===== config.mk =====
export PLATFORM = sky130hd
export DESIGN_NAME = lru_shelf_update_top
export DESIGN_NICKNAME = d
export VERILOG_FILES = /design/src/hdl/lrush_pkg.sv /design/src/hdl/lrush_next.sv /design/src/hdl/lru_shelf_update_top.sv
export SDC_FILE = /design/constraint.sdc
export NUM_CORES = 1
export LEC_CHECK = 0
export BUFFER_PORTS_ARGS = -buffer_cell sky130_fd_sc_hd__buf_2
export CORE_MARGIN = 10
export CORE_UTILIZATION = 50
export DETAILED_ROUTE_END_ITERATION = 10
export MAX_ROUTING_LAYER = met4
export PLACE_DENSITY = 0.74
export SYNTH_ARGS = -nofsm -noshare
export SYNTH_HDL_FRONTEND = slang
export SYNTH_SLANG_ARGS = --single-unit

===== constraint.sdc =====
create_clock -name clk -period 11.2 [get_ports clk]
set_input_delay 0.56 -clock clk [delete_from_list [all_inputs] [get_ports clk]]
set_output_delay 0.56 -clock clk [all_outputs]
set_load 0.1 [all_outputs]

===== src/hdl/lrush_pkg.sv =====
// ---------------------------------------------------------------------------
// lrush_pkg
// shared constants for the lru shelf update block
// ---------------------------------------------------------------------------
package lrush_pkg;

    localparam int SLOT_COUNT_DEF = 8;   // default number of stack slots
    localparam int ID_W           = 8;   // identifier width
    localparam int SHOWN_SLOTS    = 8;   // slots packed into the result word
    localparam int OCC_W          = 4;   // width of the reported occupancy
    localparam int OCC_MAX        = 15;  // clamp value of the reported occupancy

    localparam logic [ID_W-1:0] EMPTY_ID = '0;

endpackage


===== src/hdl/lrush_next.sv =====
// ---------------------------------------------------------------------------
// lrush_next
// next-state logic of the lru stack: compare, prefix mask and shift network
// ---------------------------------------------------------------------------
module lrush_next
    import lrush_pkg::*;
#(
    parameter int SLOT_COUNT = SLOT_COUNT_DEF,
    parameter int CNT_W      = $clog2(SLOT_COUNT + 1)
)
(
    input  logic [SLOT_COUNT-1:0][ID_W-1:0] slots,
    input  logic [CNT_W-1:0]                fill,
    input  logic [ID_W-1:0]                 id,
    output logic [SLOT_COUNT-1:0][ID_W-1:0] slots_next,
    output logic [CNT_W-1:0]                fill_next,
    output logic                            hit
);

    logic [SLOT_COUNT-1:0] match;
    logic [SLOT_COUNT-1:0] at_or_above;
    logic [SLOT_COUNT-1:0] shift;
    logic                  full;
    logic                  active;
    logic [CNT_W-1:0]      top_idx;

    // per-slot compare, only occupied slots count
    always_comb
    begin
        for (int k = 0; k < SLOT_COUNT; k++)
        begin
            match[k] = (slots[k] == id) && (CNT_W'(k) < fill);
        end
    end

    // slots at or above the first match
    always_comb
    begin
        at_or_above[0] = match[0];
        for (int k = 1; k < SLOT_COUNT; k++)
        begin
            at_or_above[k] = at_or_above[k-1] | match[k];
        end
    end

    assign active  = (id != EMPTY_ID);
    assign hit     = active && (|match);
    assign full    = (fill == CNT_W'(SLOT_COUNT));
    assign top_idx = (hit || full) ? fill - CNT_W'(1) : fill;

    always_comb
    begin
        for (int k = 0; k < SLOT_COUNT; k++)
        begin
            shift[k] = hit ? at_or_above[k] : full;
        end
    end

    // shift network with insertion at the top slot
    always_comb
    begin
        for (int k = 0; k < SLOT_COUNT; k++)
        begin
            if (!active)
            begin
                slots_next[k] = slots[k];
            end
            else if (CNT_W'(k) == top_idx)
            begin
                slots_next[k] = id;
            end
            else if (shift[k])
            begin
                slots_next[k] = (k + 1 < SLOT_COUNT) ? slots[(k + 1) % SLOT_COUNT] : EMPTY_ID;
            end
            else
            begin
                slots_next[k] = slots[k];
            end
        end
    end

    assign fill_next = (active && !hit && !full) ? fill + CNT_W'(1) : fill;

endmodule


===== src/hdl/lru_shelf_update_top.sv =====
// ---------------------------------------------------------------------------
// lru_shelf_update_top
// eight-slot least-recently-used stack of 8-bit identifiers
// ---------------------------------------------------------------------------
// Each accepted transaction carries one identifier and produces exactly one
// result transaction with the packed stack (byte 0 oldest, zero byte empty),
// the occupancy and a hit flag. A hit moves the identifier to the top of the
// occupied slots, a miss appends it, and a miss on a full stack drops the
// oldest entry. A zero identifier leaves the stack unchanged and reports it.
// The path from input to result is one input register, then the
// compare/shift logic feeding the result register. The stack state updates
// in the same cycle the result is loaded, so one transaction is taken every
// cycle as long as the result side keeps up; the result register decouples
// the two sides for one pending result.
// ---------------------------------------------------------------------------
module lru_shelf_update_top
    import lrush_pkg::*;
#(
    parameter int SLOT_COUNT = SLOT_COUNT_DEF
)
(
    input  logic                        clk,
    input  logic                        rst_n,
    // input channel
    input  logic                        in_valid,
    output logic                        in_stall,
    input  logic [ID_W-1:0]             book_id,
    // result channel
    output logic                        out_valid,
    input  logic                        out_stall,
    output logic [SHOWN_SLOTS*ID_W-1:0] shelf_slots,
    output logic [OCC_W-1:0]            occupied,
    output logic                        was_hit
);

    localparam int CNT_W = $clog2(SLOT_COUNT + 1);

    // input register
    logic                  in_valid_reg;
    logic [ID_W-1:0]       in_id_reg;

    // stack state
    logic [SLOT_COUNT-1:0][ID_W-1:0] slot_reg;
    logic [SLOT_COUNT-1:0][ID_W-1:0] slot_next;
    logic [CNT_W-1:0]                fill_reg;
    logic [CNT_W-1:0]                fill_next;
    logic                            hit_next;

    // result register
    logic                        out_valid_reg;
    logic [SHOWN_SLOTS*ID_W-1:0] out_slots_reg;
    logic [SHOWN_SLOTS*ID_W-1:0] out_slots_next;
    logic [OCC_W-1:0]            out_occ_reg;
    logic [OCC_W-1:0]            out_occ_next;
    logic                        out_hit_reg;

    logic                        advance;
    logic [CNT_W+OCC_W-1:0]      fill_wide;

    // the held item moves on when the result register is free or draining
    assign advance  = in_valid_reg && (!out_valid_reg || !out_stall);
    assign in_stall = in_valid_reg && !advance;

    lrush_next #(
        .SLOT_COUNT (SLOT_COUNT),
        .CNT_W      (CNT_W)
    ) u_next (
        .slots      (slot_reg),
        .fill       (fill_reg),
        .id         (in_id_reg),
        .slots_next (slot_next),
        .fill_next  (fill_next),
        .hit        (hit_next)
    );

    // pack the shown slots, missing slots read as zero
    always_comb
    begin
        for (int k = 0; k < SHOWN_SLOTS; k++)
        begin
            if (k < SLOT_COUNT)
            begin
                out_slots_next[k*ID_W +: ID_W] = slot_next[k % SLOT_COUNT];
            end
            else
            begin
                out_slots_next[k*ID_W +: ID_W] = EMPTY_ID;
            end
        end
    end

    // occupancy clamped to the field width
    assign fill_wide    = {{OCC_W{1'b0}}, fill_next};
    assign out_occ_next = (fill_wide > (CNT_W+OCC_W)'(OCC_MAX)) ? OCC_W'(OCC_MAX)
                                                                : fill_wide[OCC_W-1:0];

    // control and state
    always_ff @(posedge clk or negedge rst_n)
    begin
        if (!rst_n)
        begin
            in_valid_reg  <= 1'b0;
            out_valid_reg <= 1'b0;
            fill_reg      <= '0;
            slot_reg      <= '0;
        end
        else
        begin
            if (!in_stall)
            begin
                in_valid_reg <= in_valid;
            end
            if (advance)
            begin
                out_valid_reg <= 1'b1;
                fill_reg      <= fill_next;
                slot_reg      <= slot_next;
            end
            else if (!out_stall)
            begin
                out_valid_reg <= 1'b0;
            end
        end
    end

    // payload registers
    always_ff @(posedge clk)
    begin
        if (!in_stall && in_valid)
        begin
            in_id_reg <= book_id;
        end
        if (advance)
        begin
            out_slots_reg <= out_slots_next;
            out_occ_reg   <= out_occ_next;
            out_hit_reg   <= hit_next;
        end
    end

    assign out_valid   = out_valid_reg;
    assign shelf_slots = out_slots_reg;
    assign occupied    = out_occ_reg;
    assign was_hit     = out_hit_reg;

endmodule


[Word-level counts from Yosys, hierarchy flattened]
Cells that the tools add are included.
Operators by class
  add/subtract/negate cells: 2
  $lt $le $gt $ge: 9
  equal/unequal tests: 17
  multiplexer cells: 36
  bitwise logic cells: 7
  reduce and logical (&&, ||, !) cells: 25
Operators with widths (count)
  $mux W8: 24
  $eq A8 B8 Y1: 8
  $eq A3 B4 Y1 const A: 4
  $lt A3 B4 Y1 const A: 4
  $logic_and A1 B1 Y1: 14
  $mux W1: 10
  $eq A2 B4 Y1 const A: 2
  $lt A1 B4 Y1 const A: 2
  $lt A2 B4 Y1 const A: 2
  $mux W4: 2
  $reduce_bool A8 Y1: 1
  $reduce_or A8 Y1: 1
  $or A1 B1 Y1: 7
  $logic_not A1 Y1: 6
  $add A4 B1 Y4 const B: 1
  $eq A1 B4 Y1 const A: 1
  $eq A4 B4 Y1 const B: 1
  $gt A4 B4 Y1 const B: 1
  $logic_not A4 Y1: 1
  $sub A4 B1 Y4 const B: 1
  $logic_or A1 B1 Y1: 2
  $ne A2 B1 Y1 const B: 1
Storage, ports and cells
  bits in registers: 147
  logic and storage cells: 111

[Longest topological paths before layout]
  word-level depth: 13
  mapped depth: 15

[By module]
Synthesis repeated with hierarchy kept, for this count alone.
Unflattened totals
  cell total of the unflattened synthesis: 640
  area total of the unflattened synthesis: 7891.3 µm²
By module, submodules not included
  lru_shelf_update_top: instances 1, cells each 228, area each 4937.2 µm²
  lrush_next: instances 1, cells each 412, area each 2954.1 µm²

[Worst setup path after synthesis]
Ideal clock, no wire load.
  path type: register -> register
  start point: register out_valid_reg (netlist: out_valid)
  end point: register slot_reg[0] (netlist name)
  arrival time: 3.773 ns
  slack: 7.304 ns
  cell stages (with the launch flop): 8
  clock period less this slack: 3.896 ns
  cells stage by stage: dfrtp_1 -> nand2_1 -> nand2_1 -> inv_1 -> nand2_1 -> or3b_1 -> buf_2 -> o221a_1
On the way
  word-level cells in the longest chain between the ends: 3
Ends and longest elaborated chain
  start: declaration: RTL line lru_shelf_update_top.sv:50  | logic out_valid_reg;
  start signal: assignment: RTL line lru_shelf_update_top.sv:103  | out_valid_reg <= 1'b0;
  start signal: assignment: RTL line lru_shelf_update_top.sv:115  | out_valid_reg <= 1'b1;
  start signal: assignment: RTL line lru_shelf_update_top.sv:121  | out_valid_reg <= 1'b0;
  $logic_not A1 Y1: RTL line lru_shelf_update_top.sv:61  | assign advance = in_valid_reg && (!out_valid_reg || !out_stall);
  $logic_or A1 B1 Y1: RTL line lru_shelf_update_top.sv:61
  $logic_and A1 B1 Y1: RTL line lru_shelf_update_top.sv:61
  named net advance: RTL line lru_shelf_update_top.sv:57  | logic advance;
  end signal: assignment: RTL line lru_shelf_update_top.sv:117  | slot_reg <= slot_next;
  end: declaration: RTL line lru_shelf_update_top.sv:43  | logic [SLOT_COUNT-1:0][ID_W-1:0] slot_reg;
The timed path passes the listed nets, and every way through them passes these cells.
A chain may end at the register's enable or synchronous reset.

[Worst setup path after layout]
  start point: register fill_reg[0]
  end point: register slot_reg[41] (netlist name)
RTL lines
  start: declaration: RTL line lru_shelf_update_top.sv:45  | logic [CNT_W-1:0] fill_reg;
  start signal: assignment: RTL line lru_shelf_update_top.sv:116  | fill_reg <= fill_next;
  $lt A1 B4 Y1 (tied with other cells): RTL line lrush_next.sv:32  | match[k] = (slots[k] == id) && (CNT_W'(k) < fill);
  $logic_and A1 B1 Y1: RTL line lrush_next.sv:32
  $reduce_or A8 Y1 (*): RTL line lrush_next.sv:47  | assign hit = active && (|match);
  $logic_and A1 B1 Y1 (*): RTL line lrush_next.sv:47
  named net hit_next: RTL line lru_shelf_update_top.sv:47  | logic hit_next;
  $logic_or A1 B1 Y1: RTL line lrush_next.sv:49  | assign top_idx = (hit || full) ? fill - CNT_W'(1) : fill;
  $mux W4: RTL line lrush_next.sv:49
  $eq A3 B4 Y1: RTL line lrush_next.sv:68  | else if (CNT_W'(k) == top_idx)
  $mux W8 (*): RTL line lrush_next.sv:68
  $mux W8 (*): RTL line lrush_next.sv:64  | if (!active)
The timed path passes the listed nets; every way through them passes the cells marked *.

==> implementation parameters <==
Parameter                              Value

Synth
  Number of flops mapped to enable cells by yosys ... 77
  Number of distinct library cell variants in the gate-level netlist after synthesis ... 71
  Most frequent cells after synthesis ... sky130_fd_sc_hd__nand2_1, sky130_fd_sc_hd__edfxtp_1, sky130_fd_sc_hd__dfrtp_1, sky130_fd_sc_hd__nor2_1, sky130_fd_sc_hd__xnor2_1
  Library cell occupying the most area in the post-synthesis netlist ... sky130_fd_sc_hd__edfxtp_1
  Average cell area after synthesis ... 11.0 um^2
  Cell area after synthesis ... 8300 um^2
  Post-synthesis async set-or-reset flop share ... 0.476
  Gate Count Post-Synth ... 757
  Area contributors post-synth ... sky130_fd_sc_hd__edfxtp_1, sky130_fd_sc_hd__dfrtp_1, sky130_fd_sc_hd__xnor2_1
  Synthesized Nets ... 772
  Sequential fraction of the synthesis area ... 0.489
  Cell with the most instances after synthesis ... sky130_fd_sc_hd__nand2_1
  Most frequently used flop master after synthesis ... sky130_fd_sc_hd__edfxtp_1
  Yosys warns ... 0
  Flip-flop and latch count after synthesis ... 147
  Share of Yosys cell area claimed by the top area cell type ... 0.278

Clocking
  Clock tree from TritonCTS ... done
  Latest clock arrival within the worst-skew pair ... 0.43 ns
  Clk pin slew, worst setup/hold paths ... 0.06 ns
  Number of gates resized after cts ... 0
  CTS Root Buffer Type ... sky130_fd_sc_hd__clkbuf_16
  Number of hold buffers added after cts ... 0
  Buffer depth of the longest clock path ... 2
  Post-CTS setup buffer count ... 0
  Clock H-tree levels ... 4
  Number of buffers created by CTS ... 17
  CTS sink cnt ... 147

Min path
  Origin of the worst min-delay path ... book_id[4]
  Classification of the worst-slack hold path ... in2reg
  Min-Delay Endpoint ... in_id_reg[4]
  Number of cells on the worst hold path ... 1

Layout
  Share of final-layout standard cells stronger than drive strength 1 ... 0.201
  Synth-to-layout area growth ... 12.0%
  Number of diodes added for antenna fixing ... 0
  Nets@finish ... 832
  Utilization after layout ... 0.567

Setup path
  Flop-to-flop setup slack ... 6.65 ns
  Start of the worst register-to-register path ... fill_reg[0]
  Nature of the critical path endpoint ... register
  Arrival time worst endpoint ... 4.86 ns
  Cell depth of the worst flop-to-flop path ... 12
  Worst Path Class, Setup ... reg2reg
  Crit path launch type ... register
  Capture point of the worst reg-to-reg path ... slot_reg[41]
  Required time reported for the critical path endpoint ... 11.50 ns
  Top fanout value on the critical path ... 26

Timing
  Final min period ... 4.55 ns
  Maximum frequency from static timing analysis ... 0.220 GHz
  Number of setup violations in the final report ... 0
  Count of pins over their slew limit ... 0
  Setup Total Neg Slack ... 0 ns
  Tcrit/Tclk final ... 0.407
  RSZ-0062 raised after global routing ... no
  Pin slew with the least headroom to its limit ... 1.05 ns
  Post-route clock skew ... 0.0128 ns
  Worst slew margin relative to its limit ... 0.299
  Final hold violations ... 0

Floorplanning
  Floorplan row count ... 47
  Die W ... 149 um
  Area inside the core boundary ... 16400 um^2
  Effective utilization at floorplan ... 0.506
  Die outline area ... 22200 um^2
  Height of the die ... 149 um
  Number of top-level pins ... 83

Global route
  Number of antenna violations at the first check in global routing ... 0
  Vias in the first global route ... 6455
  Pin count of the biggest net entering global routing ... 73
  Wire length of the first global-routing pass ... 38800 um
  Grt total ovfl ... 0
  Total track usage ... 0.234

Drt
  Drt drc ... 0
  Via density per instance ... 6.39
  Detail-routed net length per standard cell ... 23.9 um
  Detailed-route wire length ... 25100 um
  Remaining antenna violation count ... 0
  Detailed-router iteration count before antenna repair ... 6
  Vias ... 6710
  Number of DRC violations after detailed-routing iteration 0 ... 933

Placement
  Last weighted congestion value of the routability-driven placer ... 0.973
  Count of input and output buffers ... 82
  Placed wire-length estimate ... 16700 um

Run status
  Result of the run ... finished clean

Run
  Number of max-capacitance violations reported ... 0
## final cells by class
type | count | area [um^2]
tap | 220 | 275
inverter | 23 | 88.8
sequential | 147 | 4060
clock buffer | 20 | 437
fill | 1383 | 7100
multi-input combinational | 537 | 3840
clock inverter | 12 | 115
timing repair buffer | 91 | 478
## metrics by stage
| stage | hold slack (ns) | instances | setup slack, ns | area [um^2] |
|---|---|---|---|---|
| final | 0.304 | 1050 | 6.65 | 9300 |
| after global placement | 0.465 | 1018 | 6.87 | 8750 |
| after CTS | 0.294 | 1050 | 6.78 | 9300 |
| after detailed placement | 0.479 | 1018 | 6.80 | 8750 |
| after global routing | 0.295 | 1050 | 6.32 | 9300 |
| after floorplan | 0.264 | 757 | 7.30 | 8300 |
## per-layer routing
metal | global-route usage | routed length (um) | share of wire
met2 | 0.334 | 11100 | 0.44
met1 | 0.302 | 10300 | 0.41
met5 | - | 0 | 0
met4 | 0.124 | 1190 | 0.048
met3 | 0.0586 | 2490 | 0.099
## worst max-delay path, stage by stage (launching register included)
cell	delay, ns
sky130_fd_sc_hd__dfrtp_1	0.49
sky130_fd_sc_hd__inv_1	0.28
sky130_fd_sc_hd__ha_1	0.44
sky130_fd_sc_hd__nor2b_1	0.10
sky130_fd_sc_hd__o211ai_1	0.17
sky130_fd_sc_hd__nor4_1	0.13
sky130_fd_sc_hd__or4_4	0.46
sky130_fd_sc_hd__o31ai_4	0.40
sky130_fd_sc_hd__inv_4	0.15
sky130_fd_sc_hd__mux2i_1	0.19
sky130_fd_sc_hd__nor2_2	0.73
sky130_fd_sc_hd__a21oi_1	0.41
sky130_fd_sc_hd__a222oi_1	0.46
## cell usage in the layout, fill, tap and decap left out, types with 17 or more instances in the layout
| master | netlist | layout |
|---|---|---|
| sky130_fd_sc_hd__buf_2 | 23 | 82 |
| sky130_fd_sc_hd__clkbuf_16 | 0 | 17 |
| sky130_fd_sc_hd__dfrtp_1 | 70 | 70 |
| sky130_fd_sc_hd__edfxtp_1 | 77 | 77 |
| sky130_fd_sc_hd__inv_1 | 21 | 20 |
| sky130_fd_sc_hd__nand2_1 | 84 | 84 |
| sky130_fd_sc_hd__nor2_1 | 56 | 55 |
| sky130_fd_sc_hd__o211a_1 | 24 | 24 |
| sky130_fd_sc_hd__o221a_1 | 17 | 17 |
| sky130_fd_sc_hd__or3_1 | 30 | 30 |
| sky130_fd_sc_hd__xnor2_1 | 47 | 47 |
| sky130_fd_sc_hd__xor2_1 | 23 | 23 |
## how the worst max path moves through the flow
| stage | startpoint | endpoint | cells after the start |
|---|---|---|---|
| finish | fill_reg[0] | slot_reg[41] | 12 |
| floorplan | out_valid | slot_reg[0] | 7 |
| CTS | fill_reg[0] | slot_reg[41] | 12 |
| detailed placement | fill_reg[0] | slot_reg[41] | 12 |
| global route | fill_reg[0] | slot_reg[43] | 12 |
| global placement | fill_reg[0] | slot_reg[44] | 12 |
## logic make-up after synthesis
group,Yosys count,synth area share
AOI/OAI and AO/OA,210,0.226
xor gates and xnor gates,71,0.0772
adders and majority gates,3,0.00452
buffers and inverters,73,0.0478
DFF,147,0.489
muxes,4,0.00542
and+or+nand+nor,249,0.150
Power is left out: the tool's default activity adds up to more than one toggle a clock period on the data nets, which glitch-free logic cannot reach.
